**src/design/drt_pkg.sv**
```systemverilog
// ----------------------------------------------------------------------------
// drt_pkg
// Types and constants shared by the deferred-reclaim slot table modules.
// ----------------------------------------------------------------------------
`default_nettype none

package drt_pkg;

    localparam int SLOTS_DEF         = 64;
    localparam int RETIRE_FRAMES_DEF = 3;

    localparam int CFG_W    = 7;
    localparam int KEY_W    = 32;
    localparam int RES_W    = 16;
    localparam int GEN_W    = 32;
    localparam int FRAME_W  = 32;
    localparam int SLOT_W   = 6;
    localparam int FREED_W  = 7;
    localparam int S_DATA_W = 80;
    localparam int M_DATA_W = 64;

    localparam logic [CFG_W-1:0] CFG_RESET = 7'd64;

    typedef enum logic [1:0] {
        ACT_BEGIN = 2'd0,
        ACT_END   = 2'd1,
        ACT_GET   = 2'd2,
        ACT_FIND  = 2'd3
    } t_action;

    typedef enum logic [1:0] {
        STS_HIT   = 2'd0,
        STS_NEW   = 2'd1,
        STS_MISS  = 2'd2,
        STS_FRAME = 2'd3
    } t_status;

    typedef enum logic [1:0] {
        ST_IDLE,
        ST_SCAN,
        ST_ALLOC,
        ST_OUT
    } t_state;

    typedef struct packed {
        logic [KEY_W-1:0]   key;
        logic [RES_W-1:0]   res;
        logic [GEN_W-1:0]   gen;
        logic [FRAME_W-1:0] last_used;
        logic [FRAME_W-1:0] retire;
        logic               pending;
    } t_entry;

    typedef struct packed {
        t_status            status;
        logic [SLOT_W-1:0]  slot;
        logic               pending;
        logic [RES_W-1:0]   res;
        logic [GEN_W-1:0]   gen;
        logic [FREED_W-1:0] freed;
    } t_result;

endpackage

`default_nettype wire

```
**src/design/drt_seq.sv**
```systemverilog
// ----------------------------------------------------------------------------
// drt_seq
// Scan sequencer: walks the entry memory one slot per cycle, modifies and
// writes back, holds the valid bits and the frame counter.
// ----------------------------------------------------------------------------
`default_nettype none

module drt_seq #(
    parameter int SLOTS         = drt_pkg::SLOTS_DEF,
    parameter int RETIRE_FRAMES = drt_pkg::RETIRE_FRAMES_DEF,
    parameter int AW            = 6,
    parameter int CW            = 7
) (
    input  wire logic                        i_clk,
    input  wire logic                        i_rst_n,
    input  wire logic                        i_in_vld,
    output logic                             o_in_rdy,
    input  wire drt_pkg::t_action            i_act,
    input  wire logic [drt_pkg::KEY_W-1:0]   i_key,
    input  wire logic [drt_pkg::RES_W-1:0]   i_res,
    input  wire logic [drt_pkg::GEN_W-1:0]   i_gen,
    input  wire logic [drt_pkg::CFG_W-1:0]   i_slots_in_use,
    output logic                             o_res_vld,
    input  wire logic                        i_res_rdy,
    output drt_pkg::t_result                 o_result,
    output logic                             o_mem_we,
    output logic [AW-1:0]                    o_mem_waddr,
    output drt_pkg::t_entry                  o_mem_wdata,
    output logic                             o_mem_re,
    output logic [AW-1:0]                    o_mem_raddr,
    input  wire drt_pkg::t_entry             i_mem_rdata
);

    drt_pkg::t_state                r_state;
    drt_pkg::t_state                n_state;
    drt_pkg::t_action               r_act;
    logic [drt_pkg::KEY_W-1:0]      r_key;
    logic [drt_pkg::RES_W-1:0]      r_res;
    logic [drt_pkg::GEN_W-1:0]      r_gen;
    logic [drt_pkg::FRAME_W-1:0]    r_fc;
    logic                           r_valid [SLOTS];
    logic [CW-1:0]                  r_n;
    logic [CW-1:0]                  r_issue;
    logic                           r_pv;
    logic [AW-1:0]                  r_pidx;
    logic [CW-1:0]                  r_freed;
    logic                           r_free_fnd;
    logic [AW-1:0]                  r_free_idx;
    drt_pkg::t_result               r_result;

    drt_pkg::t_entry                rd_ent;
    logic                           accept;
    logic                           issue;
    logic                           ent_vld;
    logic                           key_eq;
    logic                           res_eq;
    logic                           not_ret;
    logic                           get_hit;
    logic                           find_hit;
    logic                           free_ok;
    logic                           ret_ok;
    logic                           scan_done;
    logic [CW-1:0]                  n_active;

    assign rd_ent    = i_mem_rdata;
    assign accept    = i_in_vld && (r_state == drt_pkg::ST_IDLE);
    assign issue     = (r_state == drt_pkg::ST_SCAN) && (r_issue < r_n);
    assign ent_vld   = r_pv && r_valid[r_pidx];
    assign key_eq    = rd_ent.key == r_key;
    assign res_eq    = rd_ent.res == r_res;
    assign not_ret   = rd_ent.retire == '0;
    assign get_hit   = (r_act == drt_pkg::ACT_GET) && ent_vld && key_eq && res_eq;
    assign find_hit  = (r_act == drt_pkg::ACT_FIND) && ent_vld && key_eq && not_ret;
    assign free_ok   = (r_act == drt_pkg::ACT_BEGIN) && ent_vld && !not_ret &&
                       ((r_fc - rd_ent.retire) >= drt_pkg::FRAME_W'(RETIRE_FRAMES));
    assign ret_ok    = (r_act == drt_pkg::ACT_END) && ent_vld &&
                       (rd_ent.last_used != r_fc) && not_ret;
    assign scan_done = (r_issue == r_n) && !r_pv;
    assign n_active  = (32'(i_slots_in_use) > SLOTS) ? CW'(SLOTS) : CW'(i_slots_in_use);

    always_comb begin
        n_state = r_state;
        case (r_state)
            drt_pkg::ST_IDLE: begin
                if (i_in_vld) begin
                    n_state = drt_pkg::ST_SCAN;
                end
            end
            drt_pkg::ST_SCAN: begin
                if (get_hit || find_hit) begin
                    n_state = drt_pkg::ST_OUT;
                end else if (scan_done) begin
                    n_state = (r_act == drt_pkg::ACT_GET) ? drt_pkg::ST_ALLOC
                                                          : drt_pkg::ST_OUT;
                end
            end
            drt_pkg::ST_ALLOC: begin
                n_state = drt_pkg::ST_OUT;
            end
            drt_pkg::ST_OUT: begin
                if (i_res_rdy) begin
                    n_state = drt_pkg::ST_IDLE;
                end
            end
            default: begin
                n_state = drt_pkg::ST_IDLE;
            end
        endcase
    end

    always_comb begin
        o_in_rdy    = (r_state == drt_pkg::ST_IDLE);
        o_res_vld   = (r_state == drt_pkg::ST_OUT);
        o_result    = r_result;
        o_mem_re    = issue;
        o_mem_raddr = r_issue[AW-1:0];
        o_mem_we    = 1'b0;
        o_mem_waddr = r_pidx;
        o_mem_wdata = rd_ent;
        case (r_state)
            drt_pkg::ST_SCAN: begin
                if (ret_ok) begin
                    o_mem_we           = 1'b1;
                    o_mem_wdata.retire = r_fc;
                end else if (get_hit) begin
                    o_mem_we              = 1'b1;
                    o_mem_wdata.gen       = r_gen;
                    o_mem_wdata.pending   = rd_ent.pending || (rd_ent.gen != r_gen);
                    o_mem_wdata.last_used = r_fc;
                    o_mem_wdata.retire    = '0;
                end
            end
            drt_pkg::ST_ALLOC: begin
                o_mem_we              = r_free_fnd;
                o_mem_waddr           = r_free_idx;
                o_mem_wdata.key       = r_key;
                o_mem_wdata.res       = r_res;
                o_mem_wdata.gen       = r_gen;
                o_mem_wdata.last_used = r_fc;
                o_mem_wdata.retire    = '0;
                o_mem_wdata.pending   = 1'b1;
            end
            default: begin
            end
        endcase
    end

    always_ff @(posedge i_clk) begin
        if (!i_rst_n) begin
            r_state <= drt_pkg::ST_IDLE;
            r_fc    <= '0;
            r_pv    <= 1'b0;
            for (int i = 0; i < SLOTS; i++) begin
                r_valid[i] <= 1'b0;
            end
        end else begin
            r_state <= n_state;
            r_pv    <= issue;
            if (accept && (i_act == drt_pkg::ACT_BEGIN)) begin
                r_fc <= r_fc + 1'b1;
            end
            if (free_ok && (r_state == drt_pkg::ST_SCAN)) begin
                r_valid[r_pidx] <= 1'b0;
            end
            if ((r_state == drt_pkg::ST_ALLOC) && r_free_fnd) begin
                r_valid[r_free_idx] <= 1'b1;
            end
        end
    end

    always_ff @(posedge i_clk) begin
        if (accept) begin
            r_act      <= i_act;
            r_key      <= i_key;
            r_res      <= i_res;
            r_gen      <= i_gen;
            r_n        <= n_active;
            r_issue    <= '0;
            r_freed    <= '0;
            r_free_fnd <= 1'b0;
        end
        if (issue) begin
            r_issue <= r_issue + 1'b1;
            r_pidx  <= r_issue[AW-1:0];
        end
        if (r_state == drt_pkg::ST_SCAN) begin
            if (free_ok) begin
                r_freed <= r_freed + 1'b1;
            end
            if (r_pv && !r_valid[r_pidx] && !r_free_fnd) begin
                r_free_fnd <= 1'b1;
                r_free_idx <= r_pidx;
            end
            if (get_hit) begin
                r_result.status  <= drt_pkg::STS_HIT;
                r_result.slot    <= drt_pkg::SLOT_W'(r_pidx);
                r_result.pending <= rd_ent.pending || (rd_ent.gen != r_gen);
                r_result.res     <= rd_ent.res;
                r_result.gen     <= r_gen;
                r_result.freed   <= '0;
            end else if (find_hit) begin
                r_result.status  <= drt_pkg::STS_HIT;
                r_result.slot    <= drt_pkg::SLOT_W'(r_pidx);
                r_result.pending <= rd_ent.pending;
                r_result.res     <= rd_ent.res;
                r_result.gen     <= rd_ent.gen;
                r_result.freed   <= '0;
            end else if (scan_done) begin
                r_result.status  <= (r_act == drt_pkg::ACT_FIND) ? drt_pkg::STS_MISS
                                                                 : drt_pkg::STS_FRAME;
                r_result.slot    <= '0;
                r_result.pending <= 1'b0;
                r_result.res     <= '0;
                r_result.gen     <= '0;
                r_result.freed   <= (r_act == drt_pkg::ACT_BEGIN)
                                    ? drt_pkg::FREED_W'(r_freed) : '0;
            end
        end
        if (r_state == drt_pkg::ST_ALLOC) begin
            if (r_free_fnd) begin
                r_result.status  <= drt_pkg::STS_NEW;
                r_result.slot    <= drt_pkg::SLOT_W'(r_free_idx);
                r_result.pending <= 1'b1;
                r_result.res     <= r_res;
                r_result.gen     <= r_gen;
            end else begin
                r_result.status  <= drt_pkg::STS_MISS;
                r_result.slot    <= '0;
                r_result.pending <= 1'b0;
                r_result.res     <= '0;
                r_result.gen     <= '0;
            end
            r_result.freed <= '0;
        end
    end

endmodule

`default_nettype wire

```
**config.mk**
```make
export PLATFORM = sky130hd
export DESIGN_NAME = drt_seq
export DESIGN_NICKNAME = d
export VERILOG_FILES = /design/src/design/drt_pkg.sv /design/src/design/drt_seq.sv
export SDC_FILE = /design/constraint.sdc
export NUM_CORES = 1
export LEC_CHECK = 0
export ABC_CLOCK_PERIOD_IN_PS = 9200
export BUFFER_PORTS_ARGS = -buffer_cell sky130_fd_sc_hd__buf_4
export CELL_PAD_IN_SITES_DETAIL_PLACEMENT = 0
export CELL_PAD_IN_SITES_GLOBAL_PLACEMENT = 2
export CORE_MARGIN = 2
export CORE_UTILIZATION = 33
export CTS_BUF_LIST = sky130_fd_sc_hd__clkbuf_16
export CTS_CLUSTER_DIAMETER = 60
export CTS_CLUSTER_SIZE = 20
export DETAILED_ROUTE_END_ITERATION = 16
export GPL_TIMING_DRIVEN = 0
export PLACE_DENSITY = 0.83
export SYNTH_ARGS = -nofsm -noshare
export SYNTH_HDL_FRONTEND = slang
export SYNTH_SLANG_ARGS = --single-unit
```
**constraint.sdc**
```tcl
create_clock -name i_clk -period 9.2 [get_ports i_clk]
set_input_delay 0.46 -clock i_clk [delete_from_list [all_inputs] [get_ports i_clk]]
set_output_delay 0.46 -clock i_clk [all_outputs]
set_load 0.02 [all_outputs]
```
Yosys cells after proc, flatten, opt, wreduce, memory -nomap -nowiden
Memories as Yosys holds them, arrays and structs flattened. A register that Yosys moved wholly into a read port is not among the register bits.
Index checks and enable logic that the tools add are counted.
{"block": "totals", "elab_cells": 128, "ram_bits": 64, "out_inout_bits": 225, "regBits": 215, "n_memories": 1}
{"name": "r_valid", "words": 64, "width": 1, "rd": 1, "rd_ports_with_merged_regs": 1, "write_ports": 64, "line": "drt_seq.sv:41", "text": "logic r_valid [SLOTS];"}
{"block": "op_classes", "n_reduce_logical": 41, "magnitude_cmp": 3, "addsub": 4, "eq_ne": 14, "muxes": 46}
{"operator": "64-bit two-way mux", "n": 6}
{"operator": "97-bit one-hot mux with 2 select lines", "n": 1}
{"operator": "97-bit two-way mux", "n": 1}
{"operator": "32-bit inequality test", "n": 2}
{"operator": "57-bit two-way mux", "n": 1}
{"operator": "48-bit two-way mux", "n": 1}
{"operator": "7-bit two-way mux", "n": 6}
{"operator": "32-bit by 1-bit adder with 32-bit output, second input constant", "n": 1}
{"operator": "32-bit equality test", "n": 1}
{"operator": "32-bit by 2-bit >= comparator with 1-bit output, second input constant", "n": 1}
{"operator": "32-bit zero test", "n": 1}
{"operator": "32-bit two-way mux", "n": 1}
{"operator": "32-bit subtractor", "n": 1}
{"operator": "6-bit two-way mux", "n": 4}
{"operator": "1-bit logical AND", "n": 21}
{"operator": "1-bit two-way mux", "n": 19}
{"operator": "16-bit equality test", "n": 1}
{"operator": "7-bit by 1-bit adder with 7-bit output, second input constant", "n": 2}
{"operator": "2-bit equality test, second input constant", "n": 4}
{"operator": "2-bit two-way mux", "n": 4}
{"operator": "2-bit one-hot mux with 4 select lines", "n": 1}
{"operator": "7-bit equality test", "n": 1}
{"operator": "7-bit greater-than comparator, second input constant", "n": 1}
{"operator": "7-bit < comparator", "n": 1}
{"operator": "14 further kinds", "n": 25}

Depth between registers and ports, before layout
Gate-level depths: netlist (run 1).
{"block": "depth", "depth_word": 11, "depth_mapped": 15, "mapped_depth_nobuf": 13}

Worst setup path after synthesis (run 1)
Ideal clock, no wire load.
{"block": "synth_timing", "kind": "register -> register", "startpoint": "register with a tool-made name", "endpoint": "register r_result, in the netlist o_result[10], enable pin", "period_less_slack_ns": 6.601, "setup_time_ns": 0.559, "path_slack_ns": 2.599, "stages_incl_launch_ff": 11, "n_path_buf": 2, "t_arrival_ns": 6.042, "path_cell_list": "dfxtp_1 clkbuf_1 buf_2 mux4_2 mux4_2 mux2i_1 o22ai_1 and3_1 o21a_1 nor2b_1 a21boi_0"}
{"element": "end: declaration", "line": "drt_seq.sv:49", "text": "drt_pkg::t_result r_result;"}

==> run metrics, run 1 <==
post-place setup slack=a little over 4 ns; sequential share of power=between 30% and 40%; NumNets Final=~2500; DRT Wirelength=roughly 68 mm; Seq/Total Area, Yosys=between 40% and 50%; worst-skew pair later-pin latency=about 0.59 ns; Inst Count DP=2829; gr ovfl total=0; I/O Pins=roughly 460; status=finished, final reports clean; DRC viols=0; leak pwr=9.15 nW; I/O Buffers=between 400 and 500; H-tree depth reported by CTS=1; fin crit share=62.0%; number of global-route vias before repair=roughly 16000; Mapped Avg Cell Area=10.1 sq um; first-pass GRT wire length=99.6 mm; Seq cells post-synth=roughly 290; asr flop ratio synth=0%; Pint=0.00328 W; HPWL after DPL=53.7 mm; DIE WIDTH=about 230 um; worst hold slack=roughly 0.038 ns; Total GRT Usage=between 20% and 30%; Placeable Area=roughly 50000 sq um; Worst Clk Skew=~0.028 ns; FP Rows=83; Avg WL per Cell=around 24 um; RSZ-0062 raised after global routing=no; clk buf depth=3; 1st-iter DRT viols=~1300; slew of the pin with the lowest slew margin=just over 0.9 ns; Yosys warning total=0; Net Sw Frac=between 30% and 40%; RePlAce Congestion=0.934; Distinct cells, synth=70; clock transition at the registers of the reported paths=0.08 ns; Die Footprint=~53000 sq um; switching pwr=0.00217 W; CTS Buf Count=29; EDFF count, synth=165; P per Cell Area=between 200 and 250 nW/um^2; Hold WC Path Type=in -> reg; Post-CTS Setup Inserts=0; CTS resizes=0; CTS tree=yes; Area growth, synth to finish=31.9%; commonest register cell after synthesis=edfxtp_1; worst reg-to-reg setup slack=4.37 ns; final antenna-violating net count=0; post-cts hold buffer count=0; Mapped Nets=between 1500 and 2000; initial core utilization=about a third; largest net degree at the start of global routing=56; Slew HR=between 30% and 40%; share of layout cells above drive strength 1=slightly below 30%; Worst setup EP type=primary output; Critical Path AT=around 5.2 ns; Clk Tree Root Cell=clkbuf_16; CTS sink cnt=approximately 290; Peak Freq=about 180 MHz; post-placement cell area=roughly 21000 sq um; Max Slew Vio Count=0; share of total power in the clock network=22.8%; final-report setup violation count=0; antenna violations before repair=3; vias after detailed routing=~16000; Gate Count Post-Synth=approximately 1700; Layout fillers=between 5000 and 6000; CP startpoint kind=register; Crit path required time=just under 9 ns; power consumption=~0.0055 W; Worst VDD drop=roughly 160 uV; CP Class=reg -> out; non-filler cells, final=2884; DIE HEIGHT=~230 um; post-layout min period=5.70 ns; CP max FO=10; post-route setup slack=3.50 ns; DR pass1 iterations=5; vias per cell=between 5 and 6; endpoints failing hold=0; post-route cell area=around 22000 sq um; Mapped Area=17000 sq um; max cap viols=0; combinational share of power=between 40 and 50%
-- stage by stage --
| stage | utilization (%) | setup TNS [ns] |
|---|---|---|
| 2_1_floorplan | - | 0 |
| 3_3_place_gp | 41.7 | -106.73 |
| 3_5_place_dp | 42.0 | 0 |
| 4_1_cts | 43.9 | 0 |
| 5_1_grt | 43.9 | 0 |
| 6_report | 43.9 | 0 |
-- kinds of logic after synthesis --
kind of cell | count (synthesis) | share of synthesized area (%)
fa+ha+maj | 46 | 3.43
simple gates | 424 | 12.9
xor+xnor | 153 | 7.88
compound gates | 476 | 20.3
buf+inv | 211 | 5.22
flops | 285 | 43.3
mux | 88 | 7.07
-- area by class of cell --
type                    count  area (sq um)  area share, %
diodes                      1          2.50         0.0112
plain buffers             111           513           2.29
clock buffers              31           776           3.46
clock inverters            23           209          0.931
inverters                 100           378           1.68
multi-input cells        1187          8780           39.1
flip-flops and latches    285          7360           32.8
well taps                 680           851           3.79
repair buffers            466          3570           15.9
-- cells in the mapped netlist (all sizes together) (3+ instances only) --
library cell / number / area, sq um
edfxtp: 165 / 4950
a22o: 147 / 1290
dfxtp: 120 / 2400
nand2: 115 / 432
inv: 100 / 375
xnor2: 96 / 841
o21ai: 86 / 445
clkbuf: 66 / 248
nand3: 66 / 330
mux2: 57 / 642
xor2: 57 / 499
a21oi: 50 / 250
nor2: 48 / 180
buf: 45 / 265
ha: 45 / 563
a21o: 39 / 293
nand4: 37 / 231
o22ai: 37 / 231
o31ai: 36 / 270
and2: 35 / 219
nor4: 29 / 181
and3: 20 / 125
mux4: 20 / 450
nor2b: 17 / 106
nor3: 14 / 75.1
o21a: 14 / 105
mux2i: 11 / 110
or3: 11 / 68.8
a21boi: 9 / 67.6
a31oi: 8 / 50.1
nand2b: 8 / 50.1
o211ai: 6 / 45.0
o221ai: 6 / 52.6
nand3b: 5 / 37.5
or2: 5 / 33.8
a2111o: 4 / 45.0
and4: 4 / 35.0
o2111a: 4 / 45.0
o21bai: 4 / 30.0
or4: 4 / 30.0
a2111oi: 3 / 26.3
a211oi: 3 / 22.5
nor3b: 3 / 22.5
-- cells in the final DEF, fill, tap and decap left out, types with 26 or more instances in the layout --
cell       synthesis  final
buf_4             13    475
edfxtp_1         165    165
a22o_1           147    147
dfxtp_1          120    120
nand2_1          115    115
inv_1            100    101
xnor2_1           96     96
o21ai_0           78     78
clkbuf_1          66     66
nand3_1           66     66
xor2_1            57     57
mux2_2            57     57
a21oi_1           50     50
nor2_1            48     48
ha_1              45     45
a21o_1            39     39
o22ai_1           37     37
nand4_1           37     37
o31ai_1           36     36
and2_1            35     35
clkbuf_16          0     31
nor4_1            29     28
buf_2             26     26
-- registers in the layout, summed over array words and instances, names as in the netlist, named ones only --
signal and count:
r_pv 1, r_key 32, r_fc 32, r_pidx 6
r_act 2, r_valid 64, r_res 16, r_free_fnd 1
r_free_idx 6, r_state 2, r_freed 7, r_gen 32
o_result 64, r_issue 7, r_n 7
-- path summary, 6_finish.rpt --
kind / startpoint / endpoint / cells after the start
worst max register to register: r_fc[0] / r_valid[25] / 14
worst max-delay path: register / o_mem_wdata[60] / 13
worst min-delay path: i_gen[19] / r_gen[19] / 1
worst min register to register: r_valid[49] / r_valid[49] / 2
-- power groups by stage --
stage / combinational, W / sequential, W / clock, W
after floorplan: 0.00136 / 0.00178 / 0
after global placement: 0.00242 / 0.00181 / 0
after detailed placement: 0.00246 / 0.00178 / 0
after CTS: 0.00246 / 0.00176 / 0.00127
after global routing: 0.00259 / 0.00178 / 0.00131
final: 0.00245 / 0.00176 / 0.00124
-- routing by layer --
metal | vias to the layer above | share of wire, % | GRT usage (%)
li1 | 7326 | - | -
met1 | 7644 | 43 | 32.5
met2 | 714 | 47 | 41.4
met3 | 101 | 7.4 | 4.02
met4 | 4 | 2.6 | 6.69
met5 | - | 0.044 | 0
-- worst max-delay path: stages, from the launching register on --
cell and delay (ns):
dfxtp_1 0.30, clkbuf_1 0.44, buf_2 0.42, mux4_2 0.36
mux4_2 0.52, mux2i_1 0.39, o22ai_1 0.23, and3_1 0.25
and2_1 0.16, buf_4 0.16, o21ai_2 0.59, buf_2 0.42
a22o_1 0.25, buf_4 0.17
Note: power is estimated with default switching activity, not from simulation.
==> run 2, diff against run 1 <==
--- a/config.mk
+++ b/config.mk
@@ -5,18 +5,18 @@
 export SDC_FILE = /design/constraint.sdc
 export NUM_CORES = 1
 export LEC_CHECK = 0
-export ABC_CLOCK_PERIOD_IN_PS = 9200
+export ABC_CLOCK_PERIOD_IN_PS = 4700
 export BUFFER_PORTS_ARGS = -buffer_cell sky130_fd_sc_hd__buf_4
 export CELL_PAD_IN_SITES_DETAIL_PLACEMENT = 0
 export CELL_PAD_IN_SITES_GLOBAL_PLACEMENT = 2
 export CORE_MARGIN = 2
-export CORE_UTILIZATION = 33
+export CORE_UTILIZATION = 30
 export CTS_BUF_LIST = sky130_fd_sc_hd__clkbuf_16
 export CTS_CLUSTER_DIAMETER = 60
 export CTS_CLUSTER_SIZE = 20
 export DETAILED_ROUTE_END_ITERATION = 16
 export GPL_TIMING_DRIVEN = 0
-export PLACE_DENSITY = 0.83
+export PLACE_DENSITY = 0.79
 export SYNTH_ARGS = -nofsm -noshare
 export SYNTH_HDL_FRONTEND = slang
 export SYNTH_SLANG_ARGS = --single-unit
==> constraint.sdc (replaced) <==
create_clock -name i_clk -period 4.7 [get_ports i_clk]
set_input_delay 0.235 -clock i_clk [delete_from_list [all_inputs] [get_ports i_clk]]
set_output_delay 0.235 -clock i_clk [all_outputs]
set_load 0.02 [all_outputs]
==> run 2 against run 1 <==
Non-clock buffer count grew 143. Sequential share of layout area down 2.3 points. Global-route usage is 1.5 points lower. First-iteration DRC count down 11%. Cell area increased by 7.7%. Worst setup slack got worse by 3.4 ns. Core utilization shrank 0.96 points. Combinational power is 100% higher. Die area up 9.8%. Largest cell class unchanged.
==> run metrics, run 2 (same netlist as run 1, synthesis figures left out) <==
slew of the pin with the lowest slew margin=1.03 ns (was 0.922 ns); Slew HR=30.5% (was 38.0%); worst hold start=i_res_rdy (was i_gen[19]); CP startpoint kind=register (unchanged); RePlAce Congestion=0.936 (was 0.934); first-pass GRT wire length=103 mm (was 99.6 mm); largest net degree at the start of global routing=51 (was 56); number of global-route vias before repair=16400 (was 15600); CTS sink cnt=285 (unchanged); CP max FO=10 (unchanged); Crit path required time=4.47 ns (was 8.74 ns); P per Cell Area=460 nW/um^2 (was 243 nW/um^2); combinational share of power=45.0% (about the same); max cap viols=0 (unchanged); sequential share of power=31.2% (was 32.3%); post-route setup slack=0.108 ns (was 3.50 ns); switching pwr=0.00439 W (was 0.00217 W); antenna violations before repair=2 (was 3); Max Slew Vio Count=0 (unchanged); CP Class=reg -> out (unchanged); Pint=0.00674 W (was 0.00328 W); initial core utilization=30.2% (was 33.3%); endpoints failing hold=0 (unchanged); clk buf depth=3 (unchanged); Setup TNS Final=0 ns (unchanged); Placeable Area=56300 sq um (was 51100 sq um); post-layout min period=~4.6 ns; Total GRT Usage=23.0% (was 24.5%); H-tree depth reported by CTS=1 (unchanged); Die Footprint=58600 sq um (was 53400 sq um); leak pwr=9.86 nW (was 9.15 nW); fin crit share=about 98%; DRC viols=0 (unchanged); Critical Path AT=4.36 ns (was 5.24 ns); post-place setup slack=-0.137 ns (was 4.08 ns); worst-skew pair later-pin latency=0.60 ns (was 0.59 ns); clock transition at the registers of the reported paths=0.07 ns (was 0.08 ns); Worst setup EP type=primary output (unchanged); final antenna-violating net count=0 (unchanged); Peak Freq=218 MHz; DRT Wirelength=70.3 mm (was 67.9 mm); Worst VDD drop=417 uV (was 163 uV); share of total power in the clock network=23.9% (was 22.8%); 1st-iter DRT viols=1124 (was 1266); DIE WIDTH=242 um (was 231 um); CTS tree=yes (unchanged); vias after detailed routing=16300 (was 15800); status=finished, final reports clean (unchanged); DIE HEIGHT=242 um (was 231 um); Area growth, synth to finish=42.1% (was 31.9%); final-report setup violation count=0 (unchanged); Net Sw Frac=39.4% (was 39.8%); Worst Clk Skew=0.0193 ns (was 0.0280 ns); gr ovfl total=0 (unchanged); most common cell after layout, fill and taps aside=buf_4 (unchanged); Clk Tree Root Cell=clkbuf_16 (unchanged); most frequent cells in the layout=475 x buf_4, 165 x edfxtp_1, 147 x a22o_1 (unchanged); I/O Buffers=462 (unchanged); DR pass1 iterations=7 (was 5); share of layout cells above drive strength 1=27.9% (was 29.2%); NumNets Final=2608 (was 2464); CTS Buf Count=30 (was 29); vias per cell=5.25 (was 5.47); Avg WL per Cell=22.6 um (was 23.5 um); reg2reg start=r_fc[3] (was r_fc[0]); FP Rows=87 (was 83); Hold WC Path Type=in -> reg (unchanged); I/O Pins=463 (unchanged); HPWL after DPL=54.5 mm (was 53.7 mm)
-- run 2: cell types whose count changed in the layout (fill, tap and decap cells not counted), sizes merged --
cell | previous run | this run
dlygate4sd3 | 0 | 142
inv | 106 | 116
clkinv | 10 | 4
clkinvlp | 5 | 1
bufinv | 2 | 5
-- run 2: layout make-up --
| class | count | area [sq um] |
|---|---|---|
| fillers | 5413 | 32100 |
| multi-input cells | 1187 | 8840 |
| flip-flops and latches | 285 | 7360 |
| repair buffers | 610 | 5020 |
| well taps | 756 | 946 |
| clock buffers | 30 | 751 |
| plain buffers | 110 | 539 |
| inverters | 100 | 378 |
| clock inverters | 26 | 342 |
| diodes | 1 | 2.50 |
-- run 2: routing by layer --
layer  vias up  share of wire (%)  global-route usage [%]
met2       680                 48                    39.2
li1       7605                  -                       -
met3       102                6.7                    4.61
met1      7923                 43                    29.4
met5         -              0.023                       0
met4         2                2.8                    6.68
-- run 2: power by group through the flow --
stage | logic [W] | registers [W] | clock network [W]
after CTS | 0.00498 | 0.00346 | 0.00271
after global routing | 0.00528 | 0.00351 | 0.00281
after floorplan | 0.00267 | 0.00348 | 0
final | 0.00500 | 0.00347 | 0.00266
after detailed placement | 0.00482 | 0.00349 | 0
after global placement | 0.00477 | 0.00352 | 0
-- run 2: critical path: stages, from the launching register on --
cell and delay (ns):
dfxtp_1 0.33, buf_6 0.18, buf_12 0.17, mux4_2 0.52, mux4_2 0.51, mux2i_4 0.22
o22ai_1 0.16, and3_1 0.21, and2_1 0.15, buf_4 0.16, a21oi_1 0.16, nor2b_1 0.06
clkbuf_4 0.23, clkbuf_4 0.24, a22o_1 0.25, buf_4 0.18
-- run 2: final timing paths --
| kind | endpoint | cells after the start | slack [ns] |
|---|---|---|---|
| max | o_mem_wdata[39] | 15 | 0.11 |
| min | r_state[0] | 4 | 0.08 |
| max reg2reg | r_valid[23] | 14 | 0.16 |
| min reg2reg | r_valid[37] | 2 | 0.45 |
-- run 2: metrics by stage --
stage                     hold WS [ns]  power, W  utilization [%]  instance area (sq um)  cells
final                           0.0774    0.0111             43.0                  24200   3105
after detailed placement         0.414   0.00832             38.2                  21500   2904
after global routing            0.0350    0.0116             43.0                  24200   3105
after global placement           0.413   0.00829             38.1                  21400   2901
after floorplan                  0.334   0.00615                -                  17000   1683
after CTS                       0.0128    0.0112             42.8                  24100   3102
-- run 2: timing repair --
| item | 4_1_cts | 5_1_grt |
|---|---|---|
| setup buffers | 1 | 2 |
| hold buffers | 142 | 0 |
| resized for setup | 12 | 11 |
| endpoints found under the hold margin | 136 | 0 |
| pin swaps | 1 | 2 |
| endpoints found under the setup margin | 163 | 130 |
